`src/sv/swm_pkg.sv`:
```
// Shared constants and types for the sliding window median filter.
package swm_pkg;

	localparam int SAMPLE_W = 16;
	localparam int WINDOW_SIZE_DEF = 7;

	typedef struct packed {
		logic                valid;
		logic                ge;
		logic [SAMPLE_W-1:0] value;
	} cell_stat_t;

endpackage

```
`src/sv/sliding_window_median.sv`:
```
// Top level of the running median filter built from a chain of sorted cells.
//
//   channel   signals                                 direction
//   sample    sample_valid, sample_ready, sample      in
//   median    median_valid, median_ready, median_value out
//
// Each accepted sample updates the sorted chain in the cycle of its transfer,
// and its median is offered from the next cycle on, so one sample per cycle unless median_ready stalls it.
// The chain update is a single pass through the cells, with the removal flag
// rippling from the largest cell to the smallest.
// Reset empties the window; a new sample is taken whenever the result register
// is empty or its result is transferred at the same edge.
module sliding_window_median
	import swm_pkg::*;
#(
	parameter int WINDOW_SIZE = WINDOW_SIZE_DEF
) (
	input  logic                clk,
	input  logic                arst_n,
	input  logic                sample_valid,
	output logic                sample_ready,
	input  logic [SAMPLE_W-1:0] sample,
	output logic                median_valid,
	input  logic                median_ready,
	output logic [SAMPLE_W-1:0] median_value
);

	localparam int AGE_W = (WINDOW_SIZE > 1) ? $clog2(WINDOW_SIZE) : 1;
	localparam int CNT_W = $clog2(WINDOW_SIZE + 1);
	localparam int IDX_W = (WINDOW_SIZE > 1) ? $clog2(WINDOW_SIZE) : 1;

	logic                out_valid_q;
	logic [CNT_W-1:0]    cnt_q;
	logic                take;
	logic [SAMPLE_W-1:0] smp;
	logic [IDX_W-1:0]    idx;
	cell_stat_t          stat [WINDOW_SIZE];
	logic [AGE_W-1:0]    age [WINDOW_SIZE];
	logic                rm [WINDOW_SIZE+1];
	cell_stat_t          top_stat;
	cell_stat_t          end_stat;

	assign sample_ready = !out_valid_q || median_ready;
	assign take = sample_valid && sample_ready;
	assign smp = (sample == '0) ? SAMPLE_W'(1) : sample;
	assign median_valid = out_valid_q;
	assign idx = IDX_W'(cnt_q >> 1);
	assign median_value = stat[idx].value;

	// The boundary above the chain ranks above any sample; the one below is empty.
	assign top_stat.valid = 1'b1;
	assign top_stat.ge = 1'b1;
	assign top_stat.value = '0;
	assign end_stat.valid = 1'b0;
	assign end_stat.ge = 1'b0;
	assign end_stat.value = '0;
	assign rm[0] = 1'b0;

	for (genvar i = 0; i < WINDOW_SIZE; i++) begin : g_cell
		swm_cell #(
			.WINDOW_SIZE(WINDOW_SIZE)
		) u_cell (
			.clk      (clk),
			.arst_n   (arst_n),
			.en       (take),
			.smp      (smp),
			.prev_stat((i == 0) ? top_stat : stat[(i == 0) ? 0 : i - 1]),
			.prev_age ((i == 0) ? '0 : age[(i == 0) ? 0 : i - 1]),
			.next_stat((i == WINDOW_SIZE - 1) ? end_stat
				: stat[(i == WINDOW_SIZE - 1) ? i : i + 1]),
			.next_age ((i == WINDOW_SIZE - 1) ? '0
				: age[(i == WINDOW_SIZE - 1) ? i : i + 1]),
			.rm_in    (rm[i]),
			.stat     (stat[i]),
			.age      (age[i]),
			.rm_out   (rm[i+1])
		);
	end

	always_ff @(posedge clk or negedge arst_n) begin
		if (!arst_n) begin
			out_valid_q <= 1'b0;
			cnt_q <= '0;
		end else begin
			if (take) begin
				out_valid_q <= 1'b1;
				if (cnt_q != CNT_W'(WINDOW_SIZE)) begin
					cnt_q <= cnt_q + CNT_W'(1);
				end
			end else if (median_ready) begin
				out_valid_q <= 1'b0;
			end
		end
	end

endmodule

```
`src/sv/swm_cell.sv`:
```
// One cell of the sorted window chain, holding a sample and its age.
module swm_cell
	import swm_pkg::*;
#(
	parameter int WINDOW_SIZE = WINDOW_SIZE_DEF,
	localparam int AGE_W = (WINDOW_SIZE > 1) ? $clog2(WINDOW_SIZE) : 1
) (
	input  logic                clk,
	input  logic                arst_n,
	input  logic                en,
	input  logic [SAMPLE_W-1:0] smp,
	input  cell_stat_t          prev_stat,
	input  logic [AGE_W-1:0]    prev_age,
	input  cell_stat_t          next_stat,
	input  logic [AGE_W-1:0]    next_age,
	input  logic                rm_in,
	output cell_stat_t          stat,
	output logic [AGE_W-1:0]    age,
	output logic                rm_out
);

	logic                valid_q;
	logic [SAMPLE_W-1:0] value_q;
	logic [AGE_W-1:0]    age_q;
	logic                del;
	cell_stat_t          self_stat;
	cell_stat_t          cur_sel;
	cell_stat_t          prev_sel;
	logic [AGE_W-1:0]    cur_age;
	logic [AGE_W-1:0]    prev_sel_age;
	logic                valid_d;
	logic [SAMPLE_W-1:0] value_d;
	logic [AGE_W-1:0]    age_d;

	// The oldest sample leaves the window once the window is full.
	assign del = valid_q && (age_q == AGE_W'(WINDOW_SIZE - 1));
	assign self_stat.valid = valid_q;
	assign self_stat.ge = valid_q && (value_q >= smp);
	assign self_stat.value = value_q;
	assign stat = self_stat;
	assign age = age_q;
	assign rm_out = rm_in | del;

	always_comb begin
		cur_sel = rm_out ? next_stat : self_stat;
		cur_age = rm_out ? next_age : age_q;
		prev_sel = rm_in ? self_stat : prev_stat;
		prev_sel_age = rm_in ? age_q : prev_age;
		if (cur_sel.ge) begin
			valid_d = cur_sel.valid;
			value_d = cur_sel.value;
			age_d = cur_age + AGE_W'(1);
		end else if (prev_sel.ge) begin
			valid_d = 1'b1;
			value_d = smp;
			age_d = '0;
		end else begin
			valid_d = prev_sel.valid;
			value_d = prev_sel.value;
			age_d = prev_sel_age + AGE_W'(1);
		end
	end

	always_ff @(posedge clk or negedge arst_n) begin
		if (!arst_n) begin
			valid_q <= 1'b0;
		end else if (en) begin
			valid_q <= valid_d;
		end
	end

	always_ff @(posedge clk) begin
		if (en) begin
			value_q <= value_d;
			age_q <= age_d;
		end
	end

endmodule
```
`config.mk`:
```
export PLATFORM = sky130hd
export DESIGN_NAME = sliding_window_median
export DESIGN_NICKNAME = d
export VERILOG_FILES = /design/src/sv/swm_pkg.sv /design/src/sv/sliding_window_median.sv /design/src/sv/swm_cell.sv
export SDC_FILE = /design/constraint.sdc
export NUM_CORES = 1
export LEC_CHECK = 0
export ABC_CLOCK_PERIOD_IN_PS = 10000
export BUFFER_PORTS_ARGS = -buffer_cell sky130_fd_sc_hd__buf_2
export CAP_MARGIN = 15
export CORE_UTILIZATION = 65
export CTS_CLUSTER_DIAMETER = 100
export DETAILED_ROUTE_END_ITERATION = 12
export GPL_ROUTABILITY_DRIVEN = 0
export MAX_ROUTING_LAYER = met4
export PLACE_DENSITY = 0.79
export SLEW_MARGIN = 25
export SYNTH_ARGS = -nofsm -noshare
export SYNTH_HDL_FRONTEND = slang
export SYNTH_SLANG_ARGS = --single-unit
```
`constraint.sdc`:
```
create_clock -name clk -period 10 [get_ports clk]
set_clock_uncertainty 0.2 [all_clocks]
set_input_delay 1 -clock clk [delete_from_list [all_inputs] [get_ports clk]]
set_output_delay 1 -clock clk [all_outputs]
set_load 0.01 [all_outputs]
```
==> summary.txt, run 1 <==
Post CTS Setup Buffer Count: 0
total track usage: 37.5%
post-layout net count: 1288
Worst Hold Path EP: cnt_q[0]$_DFFE_PN0P_
n_diodes: 0
Core Box Area: 17500 um^2
max-slew violations: 0
Lkg Pwr: 5.31 nW
Setup-failing EPs final: 0
CP max stage cell: nor4_1
Via density: 7.08
Worst-Skew Late Latency: 0.44 ns
IR drop worst, VDD: 0.000224 V
Ys Warns: 0
first-pass GRT wire length: 51.1 mm
drt wl/cell: 23.8 um
ys async rst share: 7.64%
hpwl dp: 22.4 mm
Vias: 9807
net count after synthesis: 1287
critical-path cell list: buf_2 -> nor4_1 -> a41o_1 -> ha_1 -> nand2b_1 -> a2111oi_0 -> o31a_1 -> o41ai_1 -> mux2i_4 -> buf_4 -> mux2i_1 -> a21oi_1
Max Freq: 186 MHz
hold path cells: 1
TritonCTS buffer count: 17
die width: 137 um
Post-synth EDFFs: 133
Slowest Stage Delay on Critical Path: 0.71 ns
CTS tree: built
# rows: 48
largest net degree at the start of global routing: 63
Initial Util: 67.4%
RSZ-0062 raised after global routing: false
die area: 18700 um^2
DP Area: 12000 um^2
Setup CP Type: primary input to flip-flop
status: finished clean
Rel. slew slack: 31.0%
worst-case clock buffer depth: 2
Min-Delay Path Class: flip-flop to flip-flop
Final ANT Viol Nets: 0
Post-synth top flop: edfxtp_1
number of remaining DRC errors: 0
initial antenna violation count: 0
Tmin final: 5.38 ns
gr ovfl total: 0
post-synth top area share: 33.9%
Reg2Reg Setup Slack: 5.85 ns
final instance area: 12700 um^2
Port Buffer Count: 37
CP Max Fanout: 37
Root Buffer: clkbuf_16
worst-case reg-to-reg path depth: 7
area leader, netlist: edfxtp_1
Mapped Cells: 1146
M1 GR Usage: 47.3%
WP buf/inv: 2
gr busiest metal: met2
Worst Max-Slew Pin Slew: 1.04 ns
Total Wirelength: 32.9 mm
syn_area_per_cell: 10.3 um^2
WP data arrival: 5.33 ns
Worst EP required: 9.95 ns
Pre-antenna DRT Iters: 5
post-synthesis cell area: 11800 um^2
Worst-path clk slew: 0.06 ns
RR Startpoint: g_cell[1].u_cell.valid_q$_DFFE_PN0P_
Hold Fails Final Rpt: 0
initial DRC count: 1019
GRT met2 Usage: 60.5%
Post-CTS Resized: 0
share of layout cells above drive strength 1: 14.6%
Hold WS: 0.277 ns
Seq cells post-synth: 144
final worst-path cycle share: 53.8%
number of global-route vias before repair: 9568
global-route track usage on met3: 5.19%
CTS H-tree depth: 4
Startpoint Class: primary input
clock sink total: 144
cell family with most CP delay: compound AO/OA/AOI/OAI gates
dominant cells by area after synthesis: edfxtp_1, ha_1, mux2i_1, a21oi_1, nand2_1
MaxCap Viol Count: 0
area grow syn2layout: 7.60%
Design Power: 5.13 mW
Critical R2R Capture: g_cell[4].u_cell.value_q[15]$_DFFE_PP_
Setup TNS: 0 ns
Seq/Total Area, Yosys: 36.2%
IO Pins: 38
Hold Path Origin: cnt_q[0]$_DFFE_PN0P_
Die Ht: 137 um
Critical Path Sink Type: flip-flop
placed cell count: 1353
PD cells: 404 nW/um^2
Finished Layout Cells: 1385
Unique masters post-synth: 74
hold_buf cts: 0
-- worst max-delay path by stage --
stage | from | to | slack [ns] | cells past startpoint
after floorplan | sample[8] | g_cell[6].u_cell.value_q[0]$_DFFE_PP_ | 5.45 | 12
after global placement | sample[8] | g_cell[4].u_cell.value_q[15]$_DFFE_PP_ | 4.43 | 11
after detailed placement | sample[8] | g_cell[3].u_cell.value_q[2]$_DFFE_PP_ | 4.40 | 12
after CTS | sample[8] | g_cell[3].u_cell.value_q[2]$_DFFE_PP_ | 4.82 | 12
after global routing | sample[8] | g_cell[3].u_cell.value_q[1]$_DFFE_PP_ | 4.51 | 12
final | sample[8] | g_cell[3].u_cell.value_q[4]$_DFFE_PP_ | 4.62 | 12
-- routing by layer --
| metal | wire, um | vias to the layer above |
|---|---|---|
| met3 | 2930 | 103 |
| met5 | 0 | - |
| met4 | 1040 | 0 |
| li1 | - | 4429 |
| met1 | 13000 | 4723 |
| met2 | 16000 | 552 |
-- flip-flops by register name (all words and copies together), names as in the netlist --
register and count:
g_cell.u_cell.value_q 112, g_cell.u_cell.age 21, g_cell.u_cell.valid_q 7, cnt_q 3, median_valid 1
-- report_power, final --
group	internal (mW)	leakage, nW	switching (mW)
logic	1.27	3.62	1.73
clock network	0.443	0.316	0.261
registers	1.13	1.37	0.294
-- layout make-up --
type                    instances  area [um^2]
clock buffers                  22          484
clock inverters                10          156
fillers                      1261         4790
inverters                      34          130
multi-input cells             897         7060
flip-flops and latches        144         4270
well taps                     225          282
repair buffers                 53          305
-- cell families after synthesis --
family / count (synthesis) / synth area share, %
fa+ha+maj: 121 / 12.8
mux: 157 / 15.5
flops: 144 / 36.2
compound gates: 319 / 19.1
xor+xnor: 8 / 0.594
simple gates: 292 / 11.5
buf+inv: 105 / 4.19
-- Yosys cell counts (8+ instances only) --
master / n
nand2b_1: 11
o22ai_1: 10
o32ai_1: 14
a21o_1: 26
dfrtp_1: 11
o31ai_1: 21
mux2i_1: 104
nand2_1: 147
buf_2: 23
mux2_2: 36
inv_1: 34
clkbuf_1: 29
a211oi_1: 20
nand4_1: 29
o311ai_4: 8
nand3_1: 10
nor2_1: 55
a21oi_1: 132
edfxtp_1: 133
mux4_2: 16
o21ai_0: 24
buf_4: 10
ha_1: 121
-- through the flow --
| step | setup WS [ns] | utilization [%] |
|---|---|---|
| 2_1_floorplan | 5.45 | - |
| 4_1_cts | 4.82 | 72.6 |
| 6_report | 4.62 | 72.6 |
| 5_1_grt | 4.51 | 72.6 |
| 3_5_place_dp | 4.40 | 68.9 |
| 3_3_place_gp | 4.43 | 68.9 |
-- placed cells by master (no fill, tap or decap), types with 5 or more instances in the layout --
cell type | netlist | layout
nand3_1 | 10 | 10
o21ai_0 | 24 | 24
o311ai_4 | 8 | 8
a21o_1 | 26 | 26
o22ai_1 | 10 | 10
nand4b_1 | 7 | 7
buf_4 | 10 | 16
buf_2 | 23 | 37
o21a_1 | 7 | 7
nand2_1 | 147 | 147
o31ai_1 | 21 | 21
a21oi_1 | 132 | 132
o311ai_0 | 6 | 6
inv_1 | 34 | 33
nand4_1 | 29 | 29
clkbuf_16 | 0 | 17
nor2_1 | 55 | 53
nand2b_1 | 11 | 11
nor3_1 | 6 | 6
a22oi_1 | 5 | 5
mux2i_1 | 104 | 102
xor2_1 | 7 | 7
a31oi_1 | 5 | 5
edfxtp_1 | 133 | 133
mux2_2 | 36 | 36
mux4_2 | 16 | 16
o32ai_1 | 14 | 14
ha_1 | 121 | 121
a211oi_1 | 20 | 20
dfrtp_1 | 11 | 10
-- worst reg2reg max path: stages, from the launching register on --
cell and delay [ns]:
dfrtp_1 0.46, nand4b_1 0.15, nand2_2 0.42, nor2_2 0.75
buf_4 0.45, nand2_1 0.57, nand2_4 0.52, mux2_2 0.38
Power figures use the tool's default switching activity.
==> inputs of run 2 (changes only) <==
--- a/config.mk
+++ b/config.mk
@@ -5,15 +5,15 @@
 export SDC_FILE = /design/constraint.sdc
 export NUM_CORES = 1
 export LEC_CHECK = 0
-export ABC_CLOCK_PERIOD_IN_PS = 10000
+export ABC_CLOCK_PERIOD_IN_PS = 4500
 export BUFFER_PORTS_ARGS = -buffer_cell sky130_fd_sc_hd__buf_2
 export CAP_MARGIN = 15
-export CORE_UTILIZATION = 65
+export CORE_UTILIZATION = 58
 export CTS_CLUSTER_DIAMETER = 100
 export DETAILED_ROUTE_END_ITERATION = 12
 export GPL_ROUTABILITY_DRIVEN = 0
 export MAX_ROUTING_LAYER = met4
-export PLACE_DENSITY = 0.79
+export PLACE_DENSITY = 0.74
 export SLEW_MARGIN = 25
 export SYNTH_ARGS = -nofsm -noshare
 export SYNTH_HDL_FRONTEND = slang
==> constraint.sdc (replaced) <==
create_clock -name clk -period 4.5 [get_ports clk]
set_clock_uncertainty 0.2 [all_clocks]
set_input_delay 0.45 -clock clk [delete_from_list [all_inputs] [get_ports clk]]
set_output_delay 0.45 -clock clk [all_outputs]
set_load 0.01 [all_outputs]
==> run 2 against run 1 <==
Sequential share of layout area is 1.1 points lower. Routed wire length down 2.9%. Cell count grew 6.0%. Critical path depth is 1 higher. Sequential cell count unchanged. Critical path type unchanged.
==> summary.txt, run 2 (synthesis results as in run 1) <==
status: finished clean
total track usage: 32.9% (-4.6 points)
post-layout net count: 1331 (+3.3%)
most frequent cells in the layout: nand2_1, edfxtp_1, a21oi_1
initial antenna violation count: 0 (unchanged)
clock sink total: 144 (unchanged)
Worst Max-Slew Pin Slew: 0.906 ns (-0.130 ns)
Critical R2R Capture: g_cell[3].u_cell.value_q[7]$_DFFE_PP_
CP Max Fanout: 21 (-43%)
Rel. slew slack: 38.8% (+7.9 points)
sequential power share: 27.2% (-0.6 points)
drt wl/cell: 21.8 um (-8.4%)
Pint: 6.50 mW (+130%)
Via density: 6.64 (-6.3%)
Final ANT Viol Nets: 0 (unchanged)
Root Buffer: clkbuf_16
Vias: 9741 (-0.67%)
max-slew violations: 0 (unchanged)
power share of the combinational group: 60.3% (+1.8 points)
worst-case clock buffer depth: 2 (unchanged)
pre-CTS setup slack: 0.0101 ns (-4.39 ns)
max reg flops: 112 (unchanged)
Lkg Pwr: 5.52 nW (+3.9%)
Critical Path Sink Type: flip-flop
die area: 20900 um^2 (+12%)
IR drop worst, VDD: 0.000547 V (+140%)
Hold Fails Final Rpt: 0 (unchanged)
number of remaining DRC errors: 0 (unchanged)
CTS tree: built
Worst Hold Path EP: median_valid$_DFFE_PN0P_
Worst EP required: 4.54 ns (-5.41 ns)
Net Sw Frac: 43.5% (-1.0 points)
RR Startpoint: g_cell[0].u_cell.age[0]$_SDFFCE_PN0P_
Startpoint Class: primary input
initial DRC count: 797 (-22%)
Post-CTS Resized: 0 (unchanged)
hpwl dp: 23.3 mm (+4.0%)
Worst-path clk slew: 0.06 ns (about the same)
final worst-path cycle share: 92.5%
# rows: 51 (+6.3%)
CTS H-tree depth: 4 (unchanged)
Top reg by flops: g_cell.u_cell.value_q
Initial Util: 59.8% (-7.7 points)
Port Buffer Count: 37 (unchanged)
WP data arrival: 4.20 ns (-1.13 ns)
Setup TNS: 0 ns (unchanged)
number of global-route vias before repair: 9727 (+1.7%)
Min-Delay Path Class: primary input to flip-flop
die width: 145 um (+5.8%)
switching power: 5.01 mW (+120%)
Die Ht: 145 um (+5.8%)
Hold Path Origin: sample_valid
leading cell type in the layout, fill and taps excluded: nand2_1
number of fill cells in the layout: 1537 (+22%)
Max Freq: 240 MHz
crit path from: sample[1]
Worst-Skew Late Latency: 0.43 ns (about the same)
RSZ-0062 raised after global routing: false
PD cells: 879 nW/um^2 (+120%)
Tmin final: 4.16 ns
hold path cells: 2 (+1)
worst-case reg-to-reg path depth: 10 (+3)
Total Wirelength: 32.0 mm (-2.9%)
Setup CP Type: primary input to flip-flop
share of layout cells above drive strength 1: 17.1% (+2.6 points)
first-pass GRT wire length: 50.6 mm (-1.0%)
TritonCTS buffer count: 17 (unchanged)
area grow syn2layout: 11.1%
clock power share: 12.5% (-1.2 points)
PnR worst setup slack: 0.336 ns (-4.28 ns)
gr ovfl total: 0 (unchanged)
largest net degree at the start of global routing: 61 (-3.2%)
n_diodes: 0 (unchanged)
IO Pins: 38 (unchanged)
MaxCap Viol Count: 0 (unchanged)
Setup-failing EPs final: 0 (unchanged)
Pre-antenna DRT Iters: 7 (+2)
Reg2Reg Setup Slack: 1.12 ns (-4.73 ns)
Core Box Area: 19700 um^2 (+13%)
==> run 2: cell count changes in the layout (fill, tap and decap cells not counted), sizes merged <==
cell	delta
clkbuf	-2
clkinvlp	+1
dlygate4sd3	+1
clkinv	+1
inv	+1
bufinv	-1
buf	+42
==> run 2: timing repair <==
action,CTS,global route
hold buffers,1,0
setup buffers,0,0
setup endpoints to repair,0,0
endpoints found under the hold margin,11,0
==> run 2: cell type report <==
class                      count  area (um^2)  share of cell area, %
clock inverter                12          141                   1.08
multi-input combinational    897         7050                   53.9
tap                          265          332                   2.53
inverter                      34          130                  0.994
clock buffer                  20          437                   3.33
sequential                   144         4270                   32.6
timing repair buffer          96          731                   5.58
==> run 2: power by group through the flow <==
stage / clock [mW] / sequential [mW] / combinational, mW
6_report: 1.44 / 3.14 / 6.94
5_1_grt: 1.50 / 3.21 / 7.58
3_5_place_dp: 0 / 3.15 / 6.78
2_1_floorplan: 0 / 2.85 / 5.30
3_3_place_gp: 0 / 3.14 / 6.58
4_1_cts: 1.45 / 3.12 / 6.85
==> run 2: worst max path at each step <==
stage / to / cells past startpoint
global route: g_cell[3].u_cell.value_q[4]$_DFFE_PP_ / 13
CTS: g_cell[3].u_cell.value_q[7]$_DFFE_PP_ / 13
floorplan: g_cell[6].u_cell.value_q[0]$_DFFE_PP_ / 12
finish: g_cell[5].u_cell.value_q[11]$_DFFE_PP_ / 13
detailed placement: g_cell[3].u_cell.value_q[7]$_DFFE_PP_ / 13
global placement: g_cell[2].u_cell.value_q[15]$_DFFE_PP_ / 13
==> run 2: metrics by stage <==
step / power, mW / instance area [um^2] / hold slack (ns) / utilization [%] / instances
after floorplan: 8.15 / 11800 / -0.0456 / - / 1146
after global placement: 9.71 / 12500 / 0.199 / 63.4 / 1435
after detailed placement: 9.93 / 12500 / 0.205 / 63.4 / 1435
after CTS: 11.4 / 13100 / 0.0173 / 66.4 / 1468
after global routing: 12.3 / 13100 / 0.0340 / 66.4 / 1468
final: 11.5 / 13100 / 0.0296 / 66.4 / 1468
==> run 2: per-layer routing <==
metal  track usage (%)  routed length [um]  up-vias  part of all wire [%]
met5                 -                   0        -                     0
met1              40.7               13300     4692                    42
met2              54.6               15800      439                    49
met3              4.30                1990       72                   6.2
met4              13.1                 864        0                   2.7
li1                  -                   -     4538                     -
==> run 2: critical path, cell delays in order <==
cell	delay [ns]
buf_2	0.11
nor4_1	0.78
a41o_1	0.43
buf_4	0.20
ha_1	0.22
nand2b_1	0.16
a211o_1	0.30
a21oi_1	0.35
o41ai_2	0.21
o211ai_2	0.33
nand2_1	0.11
buf_4	0.23
o31ai_1	0.31
